File: src/hw/rtl/pidf_pkg.sv
// ----------------------------------------------------------------------------
// pidf_pkg
// Shared types, register indexes, widths and saturation helper for the
// positional PID with filtered derivative.
// ----------------------------------------------------------------------------
package pidf_pkg;

    // field and datapath widths
    localparam int DATA_W   = 16;               // setpoint, feedback, gains
    localparam int ERR_W    = DATA_W + 1;       // setpoint - feedback
    localparam int DIFF_W   = ERR_W + 1;        // e - prev_error
    localparam int WIDE_W   = 32;               // integral, derivative, drive
    localparam int WGT_W    = 13;               // filter weight
    localparam int MUL_A_W  = DIFF_W;           // narrow multiplier operand
    localparam int MUL_B_W  = WIDE_W;           // wide multiplier operand
    localparam int PROD_W   = MUL_A_W + MUL_B_W;
    localparam int ACC_W    = PROD_W;           // holds the three-term sum
    localparam int FRAC_W   = 12;               // Q.12 fraction bits
    localparam int IDX_W    = 3;

    localparam logic [WGT_W-1:0] Q_ONE = WGT_W'(4096);

    // configuration register indexes
    localparam logic [IDX_W-1:0] REG_GAIN_P        = 3'd0;
    localparam logic [IDX_W-1:0] REG_GAIN_I        = 3'd1;
    localparam logic [IDX_W-1:0] REG_GAIN_D        = 3'd2;
    localparam logic [IDX_W-1:0] REG_DRIVE_UPPER   = 3'd3;
    localparam logic [IDX_W-1:0] REG_DRIVE_LOWER   = 3'd4;
    localparam logic [IDX_W-1:0] REG_FILTER_WEIGHT = 3'd5;

    // reset values
    localparam logic signed [DATA_W-1:0] GAIN_P_RST      = 16'sd205;
    localparam logic signed [DATA_W-1:0] GAIN_I_RST      = 16'sd0;
    localparam logic signed [DATA_W-1:0] GAIN_D_RST      = 16'sd0;
    localparam logic signed [WIDE_W-1:0] DRIVE_UPPER_RST = 32'sd40960;
    localparam logic signed [WIDE_W-1:0] DRIVE_LOWER_RST = -32'sd40960;

    // sequencer states
    typedef enum logic [2:0] {
        ST_IDLE,    // wait for a word
        ST_INTEG,   // update integral, multiply error difference by weight
        ST_DFILT,   // multiply filter remainder by previous derivative
        ST_DSUM,    // form derivative, multiply gain_p by error
        ST_PTERM,   // multiply gain_i by integral
        ST_ITERM,   // multiply gain_d by derivative
        ST_DRIVE    // form drive, load output word
    } state_t;

    // saturate a wide signed value to 32 bits
    function automatic logic signed [WIDE_W-1:0] sat32(input logic signed [ACC_W-1:0] x);
        logic signed [ACC_W-1:0] hi;
        logic signed [ACC_W-1:0] lo;
        hi = ACC_W'(32'sh7FFF_FFFF);
        lo = -(ACC_W'(32'sh7FFF_FFFF)) - ACC_W'(1);
        if (x > hi)
            return 32'sh7FFF_FFFF;
        else if (x < lo)
            return 32'sh8000_0000;
        else
            return x[WIDE_W-1:0];
    endfunction

endpackage

File: src/hw/rtl/pidf_mul.sv
// ----------------------------------------------------------------------------
// pidf_mul
// Shared signed multiplier, 18 by 32 bits, with a registered product.
// ----------------------------------------------------------------------------
module pidf_mul (
    input  logic                                 clk,
    input  logic signed [pidf_pkg::MUL_A_W-1:0]  a,
    input  logic signed [pidf_pkg::MUL_B_W-1:0]  b,
    output logic signed [pidf_pkg::PROD_W-1:0]   prod
);
    import pidf_pkg::*;

    logic signed [PROD_W-1:0] prod_reg;

    // register the product
    always_ff @(posedge clk)
    begin
        prod_reg <= PROD_W'(a) * PROD_W'(b);
    end

    assign prod = prod_reg;

endmodule

File: src/hw/rtl/positional_pid_with_derivative_filter.sv
// ----------------------------------------------------------------------------
// positional_pid_with_derivative_filter
// Positional PID with conditional anti-windup and a first-order low-pass
// filter on the derivative; five products share one registered multiplier.
// The word runs through INTEG, DFILT, DSUM, PTERM, ITERM and DRIVE in order;
// the five passes through the shared multiplier plus the final sum set the
// pace; s_tready is low while an item runs, so one word is taken at a time.
// Reset (rst_n low, asynchronous): registers take their default values,
// integral, previous error, derivative and drive clear, no result pending.
// ----------------------------------------------------------------------------
module positional_pid_with_derivative_filter (
    input  logic                             clk,
    input  logic                             rst_n,
    // configuration write port
    input  logic                             cfg_we,
    input  logic [pidf_pkg::IDX_W-1:0]       cfg_index,
    input  logic [pidf_pkg::WIDE_W-1:0]      cfg_data,
    // input stream
    input  logic                             s_tvalid,
    output logic                             s_tready,
    input  logic [31:0]                      s_tdata,   // [15:0] setpoint, [31:16] feedback
    // result stream
    output logic                             m_tvalid,
    input  logic                             m_tready,
    output logic [31:0]                      m_tdata    // [31:0] drive
);
    import pidf_pkg::*;

    // configuration
    logic signed [DATA_W-1:0] gain_p_reg;
    logic signed [DATA_W-1:0] gain_i_reg;
    logic signed [DATA_W-1:0] gain_d_reg;
    logic signed [WIDE_W-1:0] drive_upper_reg;
    logic signed [WIDE_W-1:0] drive_lower_reg;
    logic [WGT_W-1:0]         filter_weight_reg;

    // controller state
    state_t                   state_reg;
    state_t                   state_next;
    logic signed [ERR_W-1:0]  err_reg;
    logic signed [WIDE_W-1:0] error_sum_reg;
    logic signed [ERR_W-1:0]  prev_error_reg;
    logic signed [WIDE_W-1:0] deriv_reg;
    logic signed [WIDE_W-1:0] prev_drive_reg;
    logic signed [ACC_W-1:0]  acc_reg;
    logic [WIDE_W-1:0]        out_reg;
    logic                     out_valid_reg;

    logic signed [DATA_W-1:0] setpoint;
    logic signed [DATA_W-1:0] feedback;
    logic                     in_fire;
    logic                     out_fire;
    logic [WGT_W-1:0]         weight;
    logic [WGT_W-1:0]         weight_rem;
    logic signed [DIFF_W-1:0] err_diff;
    logic                     integ_en;
    logic signed [WIDE_W:0]   sum_ext;
    logic signed [MUL_A_W-1:0] mul_a;
    logic signed [MUL_B_W-1:0] mul_b;
    logic signed [PROD_W-1:0]  prod;
    logic signed [ACC_W-1:0]   prod_q12;
    logic signed [ACC_W-1:0]   acc_plus_q12;

    assign setpoint = s_tdata[15:0];
    assign feedback = s_tdata[31:16];
    assign in_fire  = s_tvalid && s_tready;
    assign out_fire = m_tvalid && m_tready;
    assign s_tready = (state_reg == ST_IDLE);
    assign m_tvalid = out_valid_reg;
    assign m_tdata  = out_reg;

    // clamp weight to one and form its remainder
    assign weight     = (filter_weight_reg > Q_ONE) ? Q_ONE : filter_weight_reg;
    assign weight_rem = Q_ONE - weight;
    assign err_diff   = DIFF_W'(err_reg) - DIFF_W'(prev_error_reg);

    // anti-windup gate from previous drive
    always_comb
    begin
        if (prev_drive_reg >= drive_upper_reg)
            integ_en = err_reg[ERR_W-1];
        else if (prev_drive_reg <= drive_lower_reg)
            integ_en = (err_reg != '0) && !err_reg[ERR_W-1];
        else
            integ_en = 1'b1;
    end

    assign sum_ext = (WIDE_W+1)'(error_sum_reg) + (WIDE_W+1)'(err_reg);

    // select multiplier operands per step; hold the derivative product
    // while the final step waits for the result word to drain
    always_comb
    begin
        case (state_reg)
            ST_INTEG:
            begin
                mul_a = err_diff;
                mul_b = MUL_B_W'($signed({1'b0, weight}));
            end
            ST_DFILT:
            begin
                mul_a = MUL_A_W'($signed({1'b0, weight_rem}));
                mul_b = deriv_reg;
            end
            ST_DSUM:
            begin
                mul_a = MUL_A_W'(gain_p_reg);
                mul_b = MUL_B_W'(err_reg);
            end
            ST_PTERM:
            begin
                mul_a = MUL_A_W'(gain_i_reg);
                mul_b = error_sum_reg;
            end
            ST_ITERM, ST_DRIVE:
            begin
                mul_a = MUL_A_W'(gain_d_reg);
                mul_b = deriv_reg;
            end
            default:
            begin
                mul_a = '0;
                mul_b = '0;
            end
        endcase
    end

    pidf_mul u_mul (
        .clk  (clk),
        .a    (mul_a),
        .b    (mul_b),
        .prod (prod)
    );

    assign prod_q12     = prod >>> FRAC_W;
    assign acc_plus_q12 = acc_reg + prod_q12;

    // next state
    always_comb
    begin
        state_next = state_reg;
        case (state_reg)
            ST_IDLE:
            begin
                if (in_fire)
                    state_next = ST_INTEG;
            end
            ST_INTEG: state_next = ST_DFILT;
            ST_DFILT: state_next = ST_DSUM;
            ST_DSUM:  state_next = ST_PTERM;
            ST_PTERM: state_next = ST_ITERM;
            ST_ITERM: state_next = ST_DRIVE;
            ST_DRIVE:
            begin
                if (!out_valid_reg)
                    state_next = ST_IDLE;
            end
            default:  state_next = ST_IDLE;
        endcase
    end

    // state register
    always_ff @(posedge clk or negedge rst_n)
    begin
        if (!rst_n)
            state_reg <= ST_IDLE;
        else
            state_reg <= state_next;
    end

    // configuration writes
    always_ff @(posedge clk or negedge rst_n)
    begin
        if (!rst_n)
        begin
            gain_p_reg        <= GAIN_P_RST;
            gain_i_reg        <= GAIN_I_RST;
            gain_d_reg        <= GAIN_D_RST;
            drive_upper_reg   <= DRIVE_UPPER_RST;
            drive_lower_reg   <= DRIVE_LOWER_RST;
            filter_weight_reg <= Q_ONE;
        end
        else if (cfg_we)
        begin
            case (cfg_index)
                REG_GAIN_P:        gain_p_reg        <= cfg_data[DATA_W-1:0];
                REG_GAIN_I:        gain_i_reg        <= cfg_data[DATA_W-1:0];
                REG_GAIN_D:        gain_d_reg        <= cfg_data[DATA_W-1:0];
                REG_DRIVE_UPPER:   drive_upper_reg   <= cfg_data;
                REG_DRIVE_LOWER:   drive_lower_reg   <= cfg_data;
                REG_FILTER_WEIGHT: filter_weight_reg <= cfg_data[WGT_W-1:0];
                default:           ;
            endcase
        end
    end

    // controller state and sequenced datapath
    always_ff @(posedge clk or negedge rst_n)
    begin
        if (!rst_n)
        begin
            error_sum_reg  <= '0;
            prev_error_reg <= '0;
            deriv_reg      <= '0;
            prev_drive_reg <= '0;
            out_valid_reg  <= 1'b0;
        end
        else
        begin
            // drop the result once taken
            if (out_fire)
                out_valid_reg <= 1'b0;
            case (state_reg)
                ST_INTEG:
                begin
                    if (integ_en)
                        error_sum_reg <= sat32(ACC_W'(sum_ext));
                end
                ST_DSUM:
                    deriv_reg <= sat32(acc_plus_q12);
                ST_DRIVE:
                begin
                    if (!out_valid_reg)
                    begin
                        prev_drive_reg <= sat32(acc_plus_q12);
                        prev_error_reg <= err_reg;
                        out_valid_reg  <= 1'b1;
                    end
                end
                default: ;
            endcase
        end
    end

    // payload registers
    always_ff @(posedge clk)
    begin
        case (state_reg)
            ST_IDLE:
            begin
                if (in_fire)
                    err_reg <= ERR_W'(setpoint) - ERR_W'(feedback);
            end
            ST_DFILT:
                acc_reg <= prod;
            ST_PTERM:
                acc_reg <= prod;
            ST_ITERM:
                acc_reg <= acc_reg + prod;
            ST_DRIVE:
            begin
                if (!out_valid_reg)
                    out_reg <= sat32(acc_plus_q12);
            end
            default: ;
        endcase
    end

endmodule

File: config.mk
export PLATFORM = sky130hd
export DESIGN_NAME = positional_pid_with_derivative_filter
export DESIGN_NICKNAME = d
export VERILOG_FILES = /design/src/hw/rtl/pidf_pkg.sv /design/src/hw/rtl/pidf_mul.sv /design/src/hw/rtl/positional_pid_with_derivative_filter.sv
export SDC_FILE = /design/constraint.sdc
export NUM_CORES = 2
export LEC_CHECK = 0
export BUFFER_PORTS_ARGS = -buffer_cell sky130_fd_sc_hd__buf_2
export CAP_MARGIN = 0
export CORE_MARGIN = 1.5
export CORE_UTILIZATION = 35
export DETAILED_ROUTE_END_ITERATION = 8
export PLACE_DENSITY = 0.5
export SLEW_MARGIN = 40
export SYNTH_ARGS = -nofsm -noshare
export SYNTH_HDL_FRONTEND = slang
export SYNTH_SLANG_ARGS = --single-unit
File: constraint.sdc
create_clock -name clk -period 12.63 [get_ports clk]
set_input_delay 1.8945 -clock clk [delete_from_list [all_inputs] [get_ports clk]]
set_output_delay 1.8945 -clock clk [all_outputs]
set_load 0.01 [all_outputs]
# Yosys cells after proc, flatten, opt, wreduce, memory -nomap -nowiden
# Cells that the tools add are included.
[word_totals]
reg_bits = 391
inputBits = 72
out_inout_bits = 34
wordCells = 81
[classes]
add_sub_neg = 6
mul = 1
n_lt_le_gt_ge = 7
eq_ne = 13
n_mux = 16
bitwise = 1
reduce_logical = 21
[ops]
columns = ["operator", "n"]
rows = [
  ["$mux 32", 4],
  ["$pmux 32 s4", 1],
  ["$pmux 50 s2", 1],
  ["$pmux 18 s5", 1],
  ["$add 50x38->50", 1],
  ["$add 50x50->50", 1],
  ["$gt 50x32->1 const B", 1],
  ["$lt 50x32->1 const B", 1],
  ["$mul 18x32->50", 1],
  ["$add 32x17->33", 1],
  ["$gt 33x32->1 const B", 1],
  ["$lt 33x32->1 const B", 1],
  ["$ge 32x32->1", 1],
  ["$le 32x32->1", 1],
  ["$pmux 3 s7", 1],
  ["$reduce_and 2->1", 10],
  ["$sub 17x17->18", 1],
  ["$reduce_bool 17->1", 1],
  ["$sub 16x16->17", 1],
  ["$eq 3x3->1 const B", 5],
  ["$gt 13x13->1 const B", 1],
  ["$mux 13", 1],
  ["$sub 13x13->13 const A", 1],
  ["$eq 3x2->1 const B", 4],
  ["other kinds (12)", 22],
]

# Longest topological paths before layout
[depth]
word_depth = 5
depth_mapped = 42
ltp_nobuf = 40

# By module
# Synthesis repeated with hierarchy kept, for this count alone.
[hier_totals]
cells_unflattened = 5177
hier_area_um2 = 46517.1
[modules_own_cells]
columns = ["module", "instances", "cells_each", "area_per_inst_um2", "seq_area_each_um2"]
rows = [
  ["positional_pid_with_derivative_filter", 1, 2837, 25563.3, 9061.2],
  ["pidf_mul", 1, 2340, 20953.8, 1001.0],
]

# Worst setup path after synthesis
# No wires, ideal clock.
[synth_path]
kind = "flip-flop to flip-flop"
from = "register err_reg[0]"
to = "register u_mul.prod_reg[46] (netlist: u_mul.prod[46])"
setup_ps = 121
arrival_time_ps = 8820
required_ps = 12509
setup_slack_ps = 3689
stages_incl_launch_ff = 37
n_path_buf = 0
synth_period_minus_slack_ps = 8941
path_cell_list = "edfxtp_1 inv_1 ha_1 inv_1 fa_1 a21o_1 a21oi_1 nor2b_1 o21a_1 o311a_1 nor3_1 nor2_1 a21o_1 a21oi_1 xnor2_1 a221oi_1 nor2_1 fa_1 fa_1 inv_1 fa_1 inv_1 fa_1 fa_1 inv_1 fa_1 inv_1 ha_1 nand2_1 o31ai_1 a221o_1 a21oi_1 or4_1 a311oi_1 a311o_1 a21oi_1 xnor2_1"
[synth_via]
elab_chain_len = 3
word_cells_on_any_way = 4
classes_between = "1 x add/sub; 1 x mul; 2 x mux"
[synth_rtl]
columns = ["element", "line_no", "rtl"]
rows = [
  ["start: declaration", "positional_pid_with_derivative_filter.sv:40", "logic signed [ERR_W-1:0] err_reg;"],
  ["start signal: assignment", "positional_pid_with_derivative_filter.sv:242", "err_reg <= ERR_W'(setpoint) - ERR_W'(feedback);"],
  ["$sub 17x17->18", "positional_pid_with_derivative_filter.sv:75", "assign err_diff = DIFF_W'(err_reg) - DIFF_W'(prev_error_reg);"],
  ["$pmux 18 s5", "positional_pid_with_derivative_filter.sv:94", "case (state_reg)"],
  ["$mul 18x32->50 (*)", "pidf_mul.sv:18", "prod_reg <= PROD_W'(a) * PROD_W'(b);"],
  ["end signal: assignment", "pidf_mul.sv:18", ""],
  ["end: declaration", "pidf_mul.sv:13", "logic signed [PROD_W-1:0] prod_reg;"],
]
# Mark *: on every way between the ends. The rest lies on a longest branch, timed or not.
# A chain may end at the register's enable or synchronous reset.

# Final worst setup path
[layout_path]
from = "register err_reg[1]"
to = "register u_mul.prod_reg[49] (netlist: u_mul.prod[49])"
# Same word-level chain as after synthesis.

==> summary.md <==
| Metric | Value |
|---|---|
| I/O pin count | 106 |
| Sequential share of the synthesized area | 22.1% |
| Syn Std Cell Area | 45500 um^2 |
| Critical-path maximum fanout | 27 |
| Most frequent CP cell | fa_1 |
| Total of max-cap violations | 0 |
| Initial antenna violation count | 5 |
| H-tree Lvls | 2 |
| Initial core utilization | 35.2% |
| Iter 0 DRT Violations | 2497 |
| Routed via count | 35.6k |
| Vias in the first global route | 36.0k |
| Ranking of synthesized cells by area | fa_1 (25%), dfrtp_1 (12%), ha_1 (9.6%), inv_1 (6.6%), edfxtp_1 (6.5%) |
| Hold Path End | prev_error_reg[0] |
| Setup WS pre-CTS | 2.34 ns |
| Final GP Congestion | 0.920 |
| Largest net degree at the start of global routing | 79 |
| Die W | 364 um |
| Final worst path period need | 10.33 ns |
| HPWL Detailed | 116 mm |
| Unrepaired setup endpoints after global routing | false |
| Layout area overhead | 10.1% |
| Clk_lat worst skew | 0.64 ns |
| Syn Nets | 6030 |
| Cts bufs inserted | 47 |
| Final Setup Violations | 0 |
| Clk_skew | 0.0426 ns |
| Netlist cell types | 88 |
| Post-synth EDFFs | 99 |
| Fin nets | 6060 |
| Share of cells above drive strength 1 | 10.6% |
| Worst Path Arrival | 10.83 ns |
| Routed Antenna Nets | 0 |
| Worst Hold Path Cells | 2 |
| Area leader, netlist | fa_1 |
| Synth Warn # | 0 |
| Worst R2R End | u_mul.prod[49] |
| Worst Tran Pin Value | 0.828 ns |
| Tcrit/Tclk final | 81.8% |
| Yosys reg bits | 391 |
| Cell row count | 132 |
| Critical path depth | 36 |
| Hold Crit Start | prev_error_reg[0] |
| Hold Crit Class | reg2reg |
| Sink Count | 391 |
| Required time worst endpoint | 13.14 ns |
| Setup slack, reg-to-reg | 2.30 ns |
| CTS root buf | clkbuf_16 |
| Die area | 132000 um^2 |
| Clock Pin Slew Worst Setup and Hold Paths | 0.06 ns |
| CTS tree | built |
| CP bufs+invs | 4 |
| WS Path Type | reg2reg |
| Setup Total Neg Slack | 0 ns |
| Worst slew margin | 44.8% |
| Crit path launch | err_reg[1] |
| Status | finished clean |
| Setup ws final | 2.30 ns |
| Synthesized area per cell | 9.01 um^2 |
| CP Launch Type | flip-flop |
| # DRC | 0 |
| Cts hold-fix bufs | 0 |
| R2R Path Start | err_reg[1] |
| Area share of the largest cell type after synthesis | 24.5% |
| DRT Pass-1 Iters | 8 |
| Die height | 364 um |
| Routed len/inst | 20.8 um |
| CP Capture Type | flip-flop |
| Max-slew violation count | 0 |
| Crit-path max cell delay | 0.68 ns |
| Global Route Usage Sum | 22.0% |
| I/O Buffers | 105 |
| First-pass GRT wire length | 222 mm |
| FMAX | 96.8 MHz |
| Core area | 129000 um^2 |
| Vias per std cell | 5.18 |
| Crit-path leading delay family | compound AO/OA/AOI/OAI gates |
| Ys async rst share | 61.9% |
| Clock Path Buffers | 3 |
| Final Hold Fails | 0 |
| Mapped Cells | 5051 |
| Remaining Overflow, GRT | 0 |
| Post-Route WL | 143 mm |
| Worst path slowest cell | o21ba_2 |
| Synth Flop Type | dfrtp_1 |
| Post-CTS setup buffer count | 0 |
| Resized cells post-CTS | 0 |
| Cell count of the worst reg-to-reg path | 36 |
[final cells by class]
cell class	count	area, um^2
fill	13021	79200
multi-input combinational	3655	31900
sequential	391	10100
inverter	805	3020
tap	1742	2180
clock buffer	62	1390
timing repair buffer	181	1150
clock inverter	26	434
antenna	1	2.50
[cell usage after synthesis, drive strengths merged, types with 31 or more instances]
library cell  count
fa              558
o21ai           254
clkbuf          180
a21o             90
nand3            54
nor2b            47
o21a             36
o31ai            43
xor2             70
a221o            33
inv             804
nand4            34
nand2b           52
a211oi           31
nor3             53
ha              349
a21oi           241
mux2            156
dfrtp           216
xnor2           110
nor2            504
dfxtp            50
a221oi           34
edfxtp           99
nand2           550
[layout by cell type, fill, tap and decap left out, types with 90 or more instances in the layout]
cell type,netlist,routed
o21ai_0,225,222
fa_1,558,558
mux2_2,154,154
a21oi_1,240,236
ha_1,349,349
nor2_1,504,502
edfxtp_1,99,99
buf_2,5,104
inv_1,804,804
a21o_1,90,90
nand2_1,550,548
dfrtp_1,216,216
xnor2_1,110,109
[worst reg2reg max path, delay by kind of cell (launching register included)]
family | cells | cell delay, ns
XOR/XNOR | 1 | 0.12
flip-flops | 1 | 0.54
buffers and inverters | 4 | 0.60
AND/OR/NAND/NOR | 6 | 1.00
AO/OA/AOI/OAI | 17 | 4.47
adder cells (fa/ha/maj) | 8 | 3.48
[routing by layer]
metal  GRT usage [%]  up-vias  wire length (um)
met2            34.7      944             63300
met3            3.11      155              8630
met1            31.8    17754             67800
met4            4.98        2              3190
met5               0        -                13
li1                -    16723                 -
[worst max-delay path by stage]
stage | end | slack (ns)
after global placement | u_mul.prod[49] | 2.42
after CTS | u_mul.prod[49] | 2.32
final | u_mul.prod[49] | 2.30
after floorplan | u_mul.prod[46] | 3.69
after detailed placement | u_mul.prod[49] | 2.34
after global routing | u_mul.prod[49] | 1.39
[cell families (layout without fill, tap and decap cells)]
family / count (synthesis) / after routing / synth area share, %
flip-flops: 391 / 391 / 22.1
AO/OA/AOI/OAI: 986 / 986 / 14.4
XOR/XNOR: 180 / 180 / 3.46
AND/OR/NAND/NOR: 1422 / 1422 / 13.6
other: 0 / 1 / 0
adder cells (fa/ha/maj): 907 / 907 / 34.1
multiplexers: 160 / 160 / 3.95
buffers and inverters: 1005 / 1074 / 8.36
[through the flow]
stage | instances | hold slack [ns] | instance area, um^2 | util [%]
floorplan | 5051 | 0.454 | 45500 | -
global placement | 6767 | 0.473 | 48200 | 37.2
detailed placement | 6772 | 0.484 | 48200 | 37.3
CTS | 6860 | 0.496 | 50100 | 38.7
global route | 6862 | 0.519 | 50100 | 38.8
finish | 6863 | 0.492 | 50100 | 38.8
Power is left out: the tool's default activity adds up to more than one toggle a clock period on the data nets, which glitch-free logic cannot reach.
